[config.mk]
export PLATFORM = sky130hd
export DESIGN_NAME = salru_row_update
export DESIGN_NICKNAME = d
export VERILOG_FILES = /design/src/design/salru_pkg.sv /design/src/design/salru_row_update.sv
export SDC_FILE = /design/constraint.sdc
export NUM_CORES = 1
export LEC_CHECK = 0
export BUFFER_PORTS_ARGS = -buffer_cell sky130_fd_sc_hd__clkbuf_2
export CAP_MARGIN = 20
export CORE_ASPECT_RATIO = 2
export CORE_MARGIN = 4
export CORE_UTILIZATION = 35
export DETAILED_ROUTE_END_ITERATION = 8
export PLACE_DENSITY_LB_ADDON = 0.12
export SYNTH_ARGS = -nofsm -noshare
export SYNTH_HDL_FRONTEND = slang
export SYNTH_SLANG_ARGS = --single-unit
[constraint.sdc]
create_clock -name vclk -period 5.7
set_clock_uncertainty 0.1 [all_clocks]
set_input_delay 1.14 -clock vclk [all_inputs]
set_output_delay 1.14 -clock vclk [all_outputs]
set_load 0.01 [all_outputs]
[src/design/salru_pkg.sv]
// Shared types and constants for the set-associative cache tag and LRU control block.
// No dependencies; every other design file but salru_row_ram imports this package.
`default_nettype none

package salru_pkg;

    // Fixed widths of the request and result fields.
    localparam int IN_ADDR_W  = 24;
    localparam int OUT_ADDR_W = 24;
    localparam int WAY_OUT_W  = 2;

    // Request operation codes.
    typedef enum logic {
        OP_LOOKUP = 1'b0,
        OP_FILL   = 1'b1
    } op_t;

    // Result of one request, as it leaves the row update logic.
    typedef struct packed {
        logic                  hit;
        logic [WAY_OUT_W-1:0]  way;
        logic                  writeback;
        logic [OUT_ADDR_W-1:0] victim_block_addr;
    } salru_result_t;

endpackage

`default_nettype wire

[src/design/salru_row_update.sv]
// Lookup and fill logic on one set row: tag match, way choice, LRU rank update, victim address.
// Depends on salru_pkg for the operation codes and the result struct.
`default_nettype none

module salru_row_update import salru_pkg::*; #(
    parameter int NUM_SETS = 64,
    parameter int WAYS     = 4,
    parameter int ADDR_W   = 24,
    parameter int SET_W    = 6,
    parameter int TAG_W    = 18,
    parameter int RANK_W   = 2,
    parameter int WAY_W    = 2,
    parameter int CNT_W    = 3
) (
    input  wire op_t                              op,
    input  wire logic                             fill_dirty,
    input  wire logic [TAG_W-1:0]                 req_tag,
    input  wire logic [SET_W-1:0]                 req_set,
    input  wire logic [WAYS-1:0]                  row_valid,
    input  wire logic [WAYS-1:0]                  row_dirty,
    input  wire logic [WAYS-1:0][RANK_W-1:0]      row_rank,
    input  wire logic [WAYS-1:0][TAG_W-1:0]       row_tag,
    output logic      [WAYS-1:0]                  new_valid,
    output logic      [WAYS-1:0]                  new_dirty,
    output logic      [WAYS-1:0][RANK_W-1:0]      new_rank,
    output logic      [WAYS-1:0][TAG_W-1:0]       new_tag,
    output logic                                  row_we,
    output salru_result_t                         result
);

    localparam int VW = ADDR_W + SET_W;

    logic [CNT_W-1:0] valid_cnt;
    logic             hit_any;
    logic [WAY_W-1:0] hit_w;
    logic             inv_any;
    logic [WAY_W-1:0] inv_w;
    logic [WAY_W-1:0] lru_w;
    logic [VW-1:0]    victim_full;

    // Per-way searches over the row; descending loops leave the lowest way selected.
    always_comb begin
        valid_cnt = '0;
        hit_any   = 1'b0;
        hit_w     = '0;
        inv_any   = 1'b0;
        inv_w     = '0;
        lru_w     = '0;
        for (int k = 0; k < WAYS; k++) begin
            valid_cnt = valid_cnt + CNT_W'(row_valid[k]);
        end
        for (int k = WAYS - 1; k >= 0; k--) begin
            if (row_valid[k] && (row_tag[k] == req_tag)) begin
                hit_any = 1'b1;
                hit_w   = WAY_W'(k);
            end
            if (!row_valid[k]) begin
                inv_any = 1'b1;
                inv_w   = WAY_W'(k);
            end
            if (row_rank[k] == '0) begin
                lru_w = WAY_W'(k);
            end
        end
    end

    // Block address of the least recent line, rebuilt from its tag and the set.
    assign victim_full = VW'(row_tag[lru_w]) * VW'(NUM_SETS) + VW'(req_set);

    // Row rewrite and result for the request.
    always_comb begin
        new_valid = row_valid;
        new_dirty = row_dirty;
        new_rank  = row_rank;
        new_tag   = row_tag;
        row_we    = 1'b0;
        result    = '0;
        if (op == OP_LOOKUP) begin
            // A hit becomes most recent; more recent valid ways move down by one.
            if (hit_any) begin
                row_we     = 1'b1;
                result.hit = 1'b1;
                result.way = WAY_OUT_W'(hit_w);
                for (int k = 0; k < WAYS; k++) begin
                    if (row_valid[k] && (WAY_W'(k) != hit_w) &&
                        (row_rank[k] > row_rank[hit_w])) begin
                        new_rank[k] = row_rank[k] - RANK_W'(1);
                    end
                end
                new_rank[hit_w] = RANK_W'(valid_cnt - CNT_W'(1));
            end
        end else begin
            row_we = 1'b1;
            if (inv_any) begin
                // A free way takes the line; other ranks stay as they are.
                new_tag[inv_w]   = req_tag;
                new_valid[inv_w] = 1'b1;
                new_dirty[inv_w] = fill_dirty;
                new_rank[inv_w]  = RANK_W'(valid_cnt);
                result.way       = WAY_OUT_W'(inv_w);
            end else begin
                // Full set: evict the least recent way and age all others.
                result.way       = WAY_OUT_W'(lru_w);
                result.writeback = row_dirty[lru_w];
                if (row_dirty[lru_w]) begin
                    result.victim_block_addr = OUT_ADDR_W'(victim_full[ADDR_W-1:0]);
                end
                for (int k = 0; k < WAYS; k++) begin
                    if (row_valid[k] && (WAY_W'(k) != lru_w) && (row_rank[k] != '0)) begin
                        new_rank[k] = row_rank[k] - RANK_W'(1);
                    end
                end
                new_tag[lru_w]   = req_tag;
                new_valid[lru_w] = 1'b1;
                new_dirty[lru_w] = fill_dirty;
                new_rank[lru_w]  = RANK_W'(WAYS - 1);
            end
        end
    end

endmodule

`default_nettype wire

==> results of run 1 <==
## final cells by class
cell class	instances	area (um^2)
Tap cell	137	171.4
Fill cell	1132	5228
Multi-Input combinational cell	476	3677
Inverter	22	82.58
Timing Repair Buffer	269	1451
## Yosys cell counts (all sizes together) (4+ instances only)
| library cell | n |
|---|---|
| mux2 | 76 |
| xnor2 | 59 |
| a21oi | 44 |
| nand2 | 42 |
| nor2 | 41 |
| clkbuf | 37 |
| nand4 | 24 |
| o21ai | 23 |
| inv | 22 |
| a222oi | 18 |
| xor2 | 16 |
| nor3 | 13 |
| and2 | 11 |
| ha | 11 |
| nand3 | 9 |
| buf | 8 |
| o31ai | 7 |
| and3 | 6 |
| and4 | 5 |
| a31oi | 4 |
| o22ai | 4 |
## metal layers
metal | up-vias | share of wire | routed length, um | GRT usage
met4 | 0 | 0.056 | 1101 | 0.1331
met2 | 262 | 0.58 | 11380 | 0.6005
li1 | 2479 | - | - | -
met3 | 55 | 0.040 | 790 | 0.02023
met1 | 2468 | 0.33 | 6417 | 0.2979
met5 | - | 0 | 0 | 0
## cells by family (layout without fill, tap and decap cells)
| logic type | count (synthesis) | in the layout | share of synthesized area |
|---|---|---|---|
| AND/OR/NAND/NOR | 178 | 178 | 0.2489 |
| XOR/XNOR | 75 | 75 | 0.1713 |
| multiplexers | 79 | 79 | 0.2310 |
| adder cells (fa/ha/maj) | 12 | 12 | 0.04111 |
| buffers and inverters | 67 | 291 | 0.06949 |
| AO/OA/AOI/OAI | 132 | 132 | 0.2382 |
## report_power, final
part	switching, mW	total [mW]	leakage, nW	internal, mW
clock	0	0	0	0
combinational	0.265	0.462	2.46	0.197
sequential	0	0	0	0
total	0.265	0.462	2.46	0.197
## timing repair
action	CTS	global route
hold buffers	0	0
hold endpoints to repair	0	0
setup endpoints to repair	0	4
resized for setup	0	18
## how the worst min path moves through the flow
stage	start	endpoint	cells after the start
4_1_cts	req_set[3]	result[3]	3
6_report	req_set[3]	result[3]	3
3_3_place_gp	req_set[3]	result[3]	3
5_1_grt	req_set[2]	result[2]	3
2_1_floorplan	row_rank[0]	new_rank[0]	1
3_5_place_dp	req_set[3]	result[3]	3
==> results.json, run 1 <==
{
  "status": "completed",
  "antenna_found_initial": 0,
  "power.leakage_nw": 2.459,
  "ios": 231,
  "die_x_um": 82.02,
  "slew_viol_final": 0,
  "rsz0062_at_grt": "false",
  "synth_top_cell_by_area": "mux2_2",
  "wire_per_inst_um": 21.78,
  "critPathSlowestCell": "xnor2_1",
  "cp_max_fo": 8,
  "netlist_area_mm2": 0.003835,
  "start_kind": "input port",
  "post-place-cells": 903,
  "power_density_mw_per_mm2": 85.82,
  "critPathLaunch": "req_tag[3]",
  "p_total_uw": 461.9,
  "tightest_slew_ns": 0.6764,
  "grt_pass1_vias": 5541,
  "grt_overflow": 0,
  "grtUsageTotal": 0.3007,
  "seq_cells": 0,
  "setup_viol": 0,
  "final_common_cell": "clkbuf_2",
  "slowest_delay_ns": 0.39,
  "yosysSeqAreaShare": 0,
  "place_congestion": 0.9581,
  "mostFrequentLayoutCells": "clkbuf_2 (231), mux2_2 (76), xnor2_1 (52), a21oi_1 (43), nand2_1 (42)",
  "area_delta_synth_final_pct": 40.36,
  "drt_iter0_drc": 365,
  "cp.depth": 16,
  "min_period_over_period": 0.9641,
  "ys.warnings.count": 0,
  "num_rows": 53,
  "ant_nets": 0,
  "slew_headroom": 0.5458,
  "syn_avg_cell_area_um2": 7.062,
  "cp_top_family": "simple AND/OR/NAND/NOR gates",
  "tns_ns": 0,
  "pre_cts_ws_ns": 0.06287,
  "dieArea_mm2": 0.01280,
  "postCtsSetupRepairBufs": 0,
  "crit_path_end": "new_rank[5]",
  "netlist-cell-type-count": 66,
  "crit_arrival_ns": 4.26,
  "portBuffers": 231,
  "final_cells": 904,
  "diodes": 0,
  "max_freq_mhz": 182.0,
  "via_per_inst": 5.823,
  "critPathKind": "input port to primary output",
  "synth_area_leaders": "mux2_2 (22%), xnor2_1 (13%), a21oi_1 (5.7%)",
  "hold_viol": 0,
  "placed_cell_area_mm2": 0.005280,
  "synthesis.nets": 669,
  "fin_area_mm2": 0.005383,
  "peakVddDrop_mv": 0.04574,
  "register_area_um2": 0,
  "drt-total-wl_um": 19690,
  "dr.pass1.iters": 6,
  "core_mm2": 0.01061,
  "crit_chain": "clkbuf_2 -> xnor2_1 -> nand4_1 -> or2_2 -> or3_4 -> o221ai_2 -> o211a_1 -> a21oi_1 -> buf_4 -> ha_1 -> nor2_2 -> and3_1 -> a221o_1 -> a21oi_1 -> o31ai_1 -> clkbuf_2",
  "fp.dieH_um": 156.0,
  "crit_required_ns": 4.46,
  "fin_ws_ns": 0.2048,
  "start_util": 0.3614,
  "finalHoldWorstSlack_ns": 2.473,
  "end_kind": "primary output",
  "num_vias": 5264,
  "clkbuf_count": 0,
  "yosys.area.top_type_share": 0.2232,
  "drive_above_1_share": 0.4915,
  "syn_inst": 543,
  "maxCapViolCount": 0,
  "post-route-util": 0.5073,
  "fin_crit_ns": 5.495,
  "dp_hpwl_um": 16700,
  "grt_max_degree": 29,
  "worst-path-buf-inv": 3,
  "hold_path_class": "input port to primary output",
  "num-nets-final": 895,
  "grt_pass1_wl_um": 29930,
  "route.detailed.drc": 0
}
Power figures use the tool's default switching activity.
==> inputs of run 2 (changes only) <==
PLACE_DENSITY_LB_ADDON = 0.08   (was 0.12)
==> run 2 against run 1 <==
  * Via count is 0.21% lower
  * Critical endpoint is now new_rank[0]
  * Total power is 1.2% lower
  * Critical path depth is 1 higher
  * Sequential cell count stayed put
  * Largest power group unchanged
  * Worst setup slack worse by 0.057 ns
  * First-iteration DRC count is 15% lower
==> results.json, run 2 (synthesized netlist as in run 1, its figures left out) <==
{
  "crit_arrival_ns": 4.31,
  "route.detailed.drc": 0,
  "peakVddDrop_mv": 0.05356,
  "place_congestion": 0.9826,
  "tightest_slew_ns": 1.064,
  "dieArea_mm2": 0.01280,
  "grt_overflow": 0,
  "final_common_cell": "clkbuf_2",
  "num_vias": 5253,
  "start_kind": "input port",
  "max_freq_mhz": 180.1,
  "core_mm2": 0.01061,
  "fin_crit_ns": 5.552,
  "via_per_inst": 5.843,
  "tns_ns": 0,
  "power.leakage_nw": 2.415,
  "end_kind": "primary output",
  "diodes": 0,
  "register_area_um2": 0,
  "fp.dieH_um": 156.0,
  "num-nets-final": 890,
  "drt_iter0_drc": 311,
  "crit_required_ns": 4.46,
  "ctsHoldBuffers": 0,
  "p_total_uw": 456.4,
  "drive_above_1_share": 0.4738,
  "grt_pass1_wl_um": 28690,
  "seq_cells": 0,
  "clkbuf_count": 0,
  "grtUsageTotal": 0.2889,
  "num_rows": 53,
  "min_period_over_period": 0.9741,
  "worstHoldStart": "req_set[1]",
  "drt-total-wl_um": 19150,
  "portBuffers": 231,
  "critPathLaunch": "req_tag[13]",
  "dr.pass1.iters": 7,
  "grt_pass1_vias": 5216,
  "wire_per_inst_um": 21.30,
  "cp_max_fo": 8,
  "hold_path_class": "input port to primary output",
  "power_density_mw_per_mm2": 86.14,
  "fill_cells": 1122,
  "setup_viol": 0,
  "critPathKind": "input port to primary output",
  "slew_headroom": 0.2888,
  "mostFrequentLayoutCells": "clkbuf_2 (231), mux2_2 (76), xnor2_1 (56), a21oi_1 (43), nand2_1 (42)",
  "start_util": 0.3614,
  "multi_input_area_mm2": 0.003615,
  "critPathSlowestCell": "or3_1",
  "slowest_delay_ns": 0.40,
  "area_delta_synth_final_pct": 38.14,
  "slew_viol_final": 0,
  "crit_chain": "clkbuf_2 -> xor2_1 -> nand4bb_1 -> or3_1 -> or3_1 -> o221ai_1 -> o211a_1 -> a21oi_1 -> buf_4 -> ha_1 -> nor2_2 -> inv_1 -> o22ai_1 -> o311a_1 -> o21bai_1 -> a21bo_1 -> clkbuf_2",
  "rsz0062_at_grt": "false",
  "dp_hpwl_um": 16370,
  "maxCapViolCount": 0,
  "ios": 231,
  "ant_nets": 0,
  "grt_max_degree": 29,
  "die_x_um": 82.02,
  "status": "completed",
  "antenna_found_initial": 0,
  "hold_viol": 0
}
[run 2: cell types whose count changed in the layout (fill, tap and decap cells not counted), moves of 2 or more]
| cell | previous run | this run |
|---|---|---|
| nor2_2 | 4 | 2 |
| xnor2_1 | 52 | 56 |
| buf_4 | 36 | 31 |
| xnor2_2 | 7 | 3 |
| nor2_1 | 36 | 38 |
| or3_4 | 2 | 0 |
| or3_1 | 1 | 3 |
[run 2: metal layers]
layer,GRT usage,up-vias,share of wire
li1,-,2466,-
met1,0.2967,2464,0.33
met2,0.5681,260,0.57
met3,0.01272,63,0.040
met4,0.1315,0,0.061
met5,0,-,0
[run 2: through the flow]
stage / instances / hold WS [ns] / cell area (um^2) / utilization / worst slack, ns
2_1_floorplan: 543 / 2.304 / 3835 / - / 0.4706
3_3_place_gp: 899 / 2.477 / 5263 / 0.4960 / 0.1652
3_5_place_dp: 899 / 2.476 / 5263 / 0.4960 / 0.1275
4_1_cts: 899 / 2.476 / 5263 / 0.4960 / 0.1313
5_1_grt: 899 / 2.490 / 5298 / 0.4993 / 0.008332
6_report: 899 / 2.473 / 5298 / 0.4993 / 0.1478
[run 2: cell type report]
cell class                      instances  share of cell area
Inverter                               22             0.01559
Multi-Input combinational cell        476              0.6823
Tap cell                              137             0.03236
Timing Repair Buffer                  264              0.2697
[run 2: power by group]
part           internal [mW]  total, mW  switching, mW
clock                      0          0              0
combinational          0.194      0.456          0.262
sequential                 0          0              0
total                  0.194      0.456          0.262
[run 2: timing repair]
action | 4_1_cts | 5_1_grt
setup buffers | 0 | 0
endpoints found under the setup margin | 0 | 4
resized for setup | 0 | 6
hold endpoints to repair | 0 | 0
[run 2: worst paths after layout]
| kind | endpoint | cells after the start | slack, ns |
|---|---|---|---|
| worst max-delay path | new_rank[0] | 17 | 0.15 |
| worst min-delay path | result[1] | 3 | 2.47 |
[run 2: critical path, delay by kind of cell]
family	cells	cell delay, ns
simple gates	4	1.13
compound gates	7	1.00
xor+xnor	1	0.24
fa+ha+maj	1	0.29
buf+inv	4	0.50
==> inputs of run 3 (changes only) <==
CORE_ASPECT_RATIO = 1.25   (was 2)
CORE_MARGIN = 10   (was 4)
==> run 3 against run 2 <==
  * Utilization shrank 0.66 points
  * Via count fell by 1.0%
  * Die area is 22% higher
  * Global-route usage is 5.7 points lower
  * Largest power group unchanged
==> results.json, run 3 (synthesized netlist as in run 1, its figures left out) <==
{
  "register_area_um2": 0,
  "postCtsSetupRepairBufs": 0,
  "antenna_found_initial": 0,
  "worstHoldStart": "req_set[0]",
  "critPathKind": "input port to primary output",
  "dp_hpwl_um": 16720,
  "post-route-util": 0.4927,
  "fin_crit_ns": 5.474,
  "start_kind": "input port",
  "num-nets-final": 886,
  "dr_wl_met2_um": 10770,
  "maxCapViolCount": 0,
  "end_kind": "primary output",
  "whs_endpoint": "result[0]",
  "drt_iter0_drc": 345,
  "dr_wl_met3_um": 1121,
  "ctsHoldBuffers": 0,
  "peakVddDrop_mv": 0.04542,
  "p_sw_frac": 0.5748,
  "slew_viol_final": 0,
  "hold_path_class": "input port to primary output",
  "grt_max_degree": 22,
  "power_density_mw_per_mm2": 85.51,
  "tightest_slew_ns": 1.002,
  "clkbuf_count": 0,
  "num_vias": 5199,
  "fin_ws_ns": 0.2261,
  "internal_power_uw": 191.1,
  "drt-total-wl_um": 19490,
  "num_rows": 42,
  "wire_per_inst_um": 21.90,
  "crit_arrival_ns": 4.23,
  "routed.top_layer": "met4",
  "pre_cts_ws_ns": 0.04975,
  "p_total_uw": 449.5,
  "cp_max_fo": 8,
  "ios": 231,
  "core_mm2": 0.01067,
  "netSwitchingPower_uw": 258.3,
  "pwr-share-comb": 1.000,
  "crit_required_ns": 4.46,
  "status": "completed",
  "holdPathStages": 3,
  "portBuffers": 231,
  "final_common_cell": "clkbuf_2",
  "diodes": 0,
  "setup_viol": 0,
  "tns_ns": 0,
  "grt_overflow": 0,
  "min_period_over_period": 0.9603,
  "rsz0062_at_grt": "false",
  "grt_pass1_wl_um": 29820,
  "hold_viol": 0,
  "start_util": 0.3595,
  "route.detailed.drc": 0,
  "pwr-share-clk": 0,
  "grtUsageTotal": 0.2319,
  "m1WireLength_um": 7154,
  "drive_above_1_share": 0.4736,
  "mostFrequentLayoutCells": "clkbuf_2 (231), mux2_2 (76), xnor2_1 (57), a21oi_1 (43), nand2_1 (42)",
  "ant_nets": 0,
  "power.leakage_nw": 2.393,
  "via_per_inst": 5.842,
  "max_freq_mhz": 182.7,
  "place_congestion": 0.9233,
  "fp.dieH_um": 137.0,
  "dieArea_mm2": 0.01557,
  "die_x_um": 113.6,
  "critPathLaunch": "req_tag[2]",
  "seq_cells": 0,
  "seqPwrFrac": 0,
  "grt_pass1_vias": 5450,
  "slew_headroom": 0.3303,
  "dr.pass1.iters": 9,
  "area_delta_synth_final_pct": 37.06
}
[run 3: cell count changes in the layout (fill, tap and decap cells not counted), sizes merged]
cell / change
buf: -4
[run 3: timing repair]
action | in CTS | in global routing
resized for setup | 0 | 8
hold endpoints to repair | 0 | 0
endpoints found under the setup margin | 0 | 5
[run 3: power groups by stage]
stage	clock [mW]	combinational [mW]	sequential [mW]
final	0	0.449	0
after global routing	0	0.487	0
after CTS	0	0.448	0
after global placement	0	0.443	0
after floorplan	0	0.255	0
after detailed placement	0	0.446	0
[run 3: critical path: stages]
cell and delay [ns]:
clkbuf_2 0.16, xor2_1 0.21, nand3b_1 0.16, or3_1 0.42, or3_4 0.41, o221ai_2 0.15, o211a_1 0.16, a21oi_1 0.04
buf_4 0.15, ha_1 0.26, nor2_1 0.05, buf_4 0.13, nand2_1 0.08, o31ai_2 0.07, and3_1 0.20, o31ai_1 0.23
nand2_1 0.07, clkbuf_2 0.13
[run 3: worst max-delay path by stage]
stage | end
final | new_rank[2]
after global routing | new_rank[5]
after CTS | new_rank[5]
after detailed placement | new_rank[5]
after global placement | new_rank[5]
after floorplan | new_rank[2]
[run 3: metrics by stage]
stage | cell area (um^2) | hold slack [ns] | cells
3_3_place_gp | 5214 | 2.478 | 890
2_1_floorplan | 3835 | 2.304 | 543
6_report | 5256 | 2.477 | 890
4_1_cts | 5214 | 2.484 | 890
3_5_place_dp | 5214 | 2.484 | 890
5_1_grt | 5256 | 2.498 | 890
[run 3: layout make-up]
cell class	count	area (um^2)
fill	1152	5411
inverter	22	82.58
multi-input combinational	476	3622
tap	132	165.2
timing repair buffer	260	1386
[run 3: layer usage]
metal | up-vias | GRT usage
li1 | 2462 | -
met2 | 224 | 0.4605
met3 | 28 | 0.03154
met4 | 0 | 0.06073
met1 | 2485 | 0.2451
met5 | - | 0
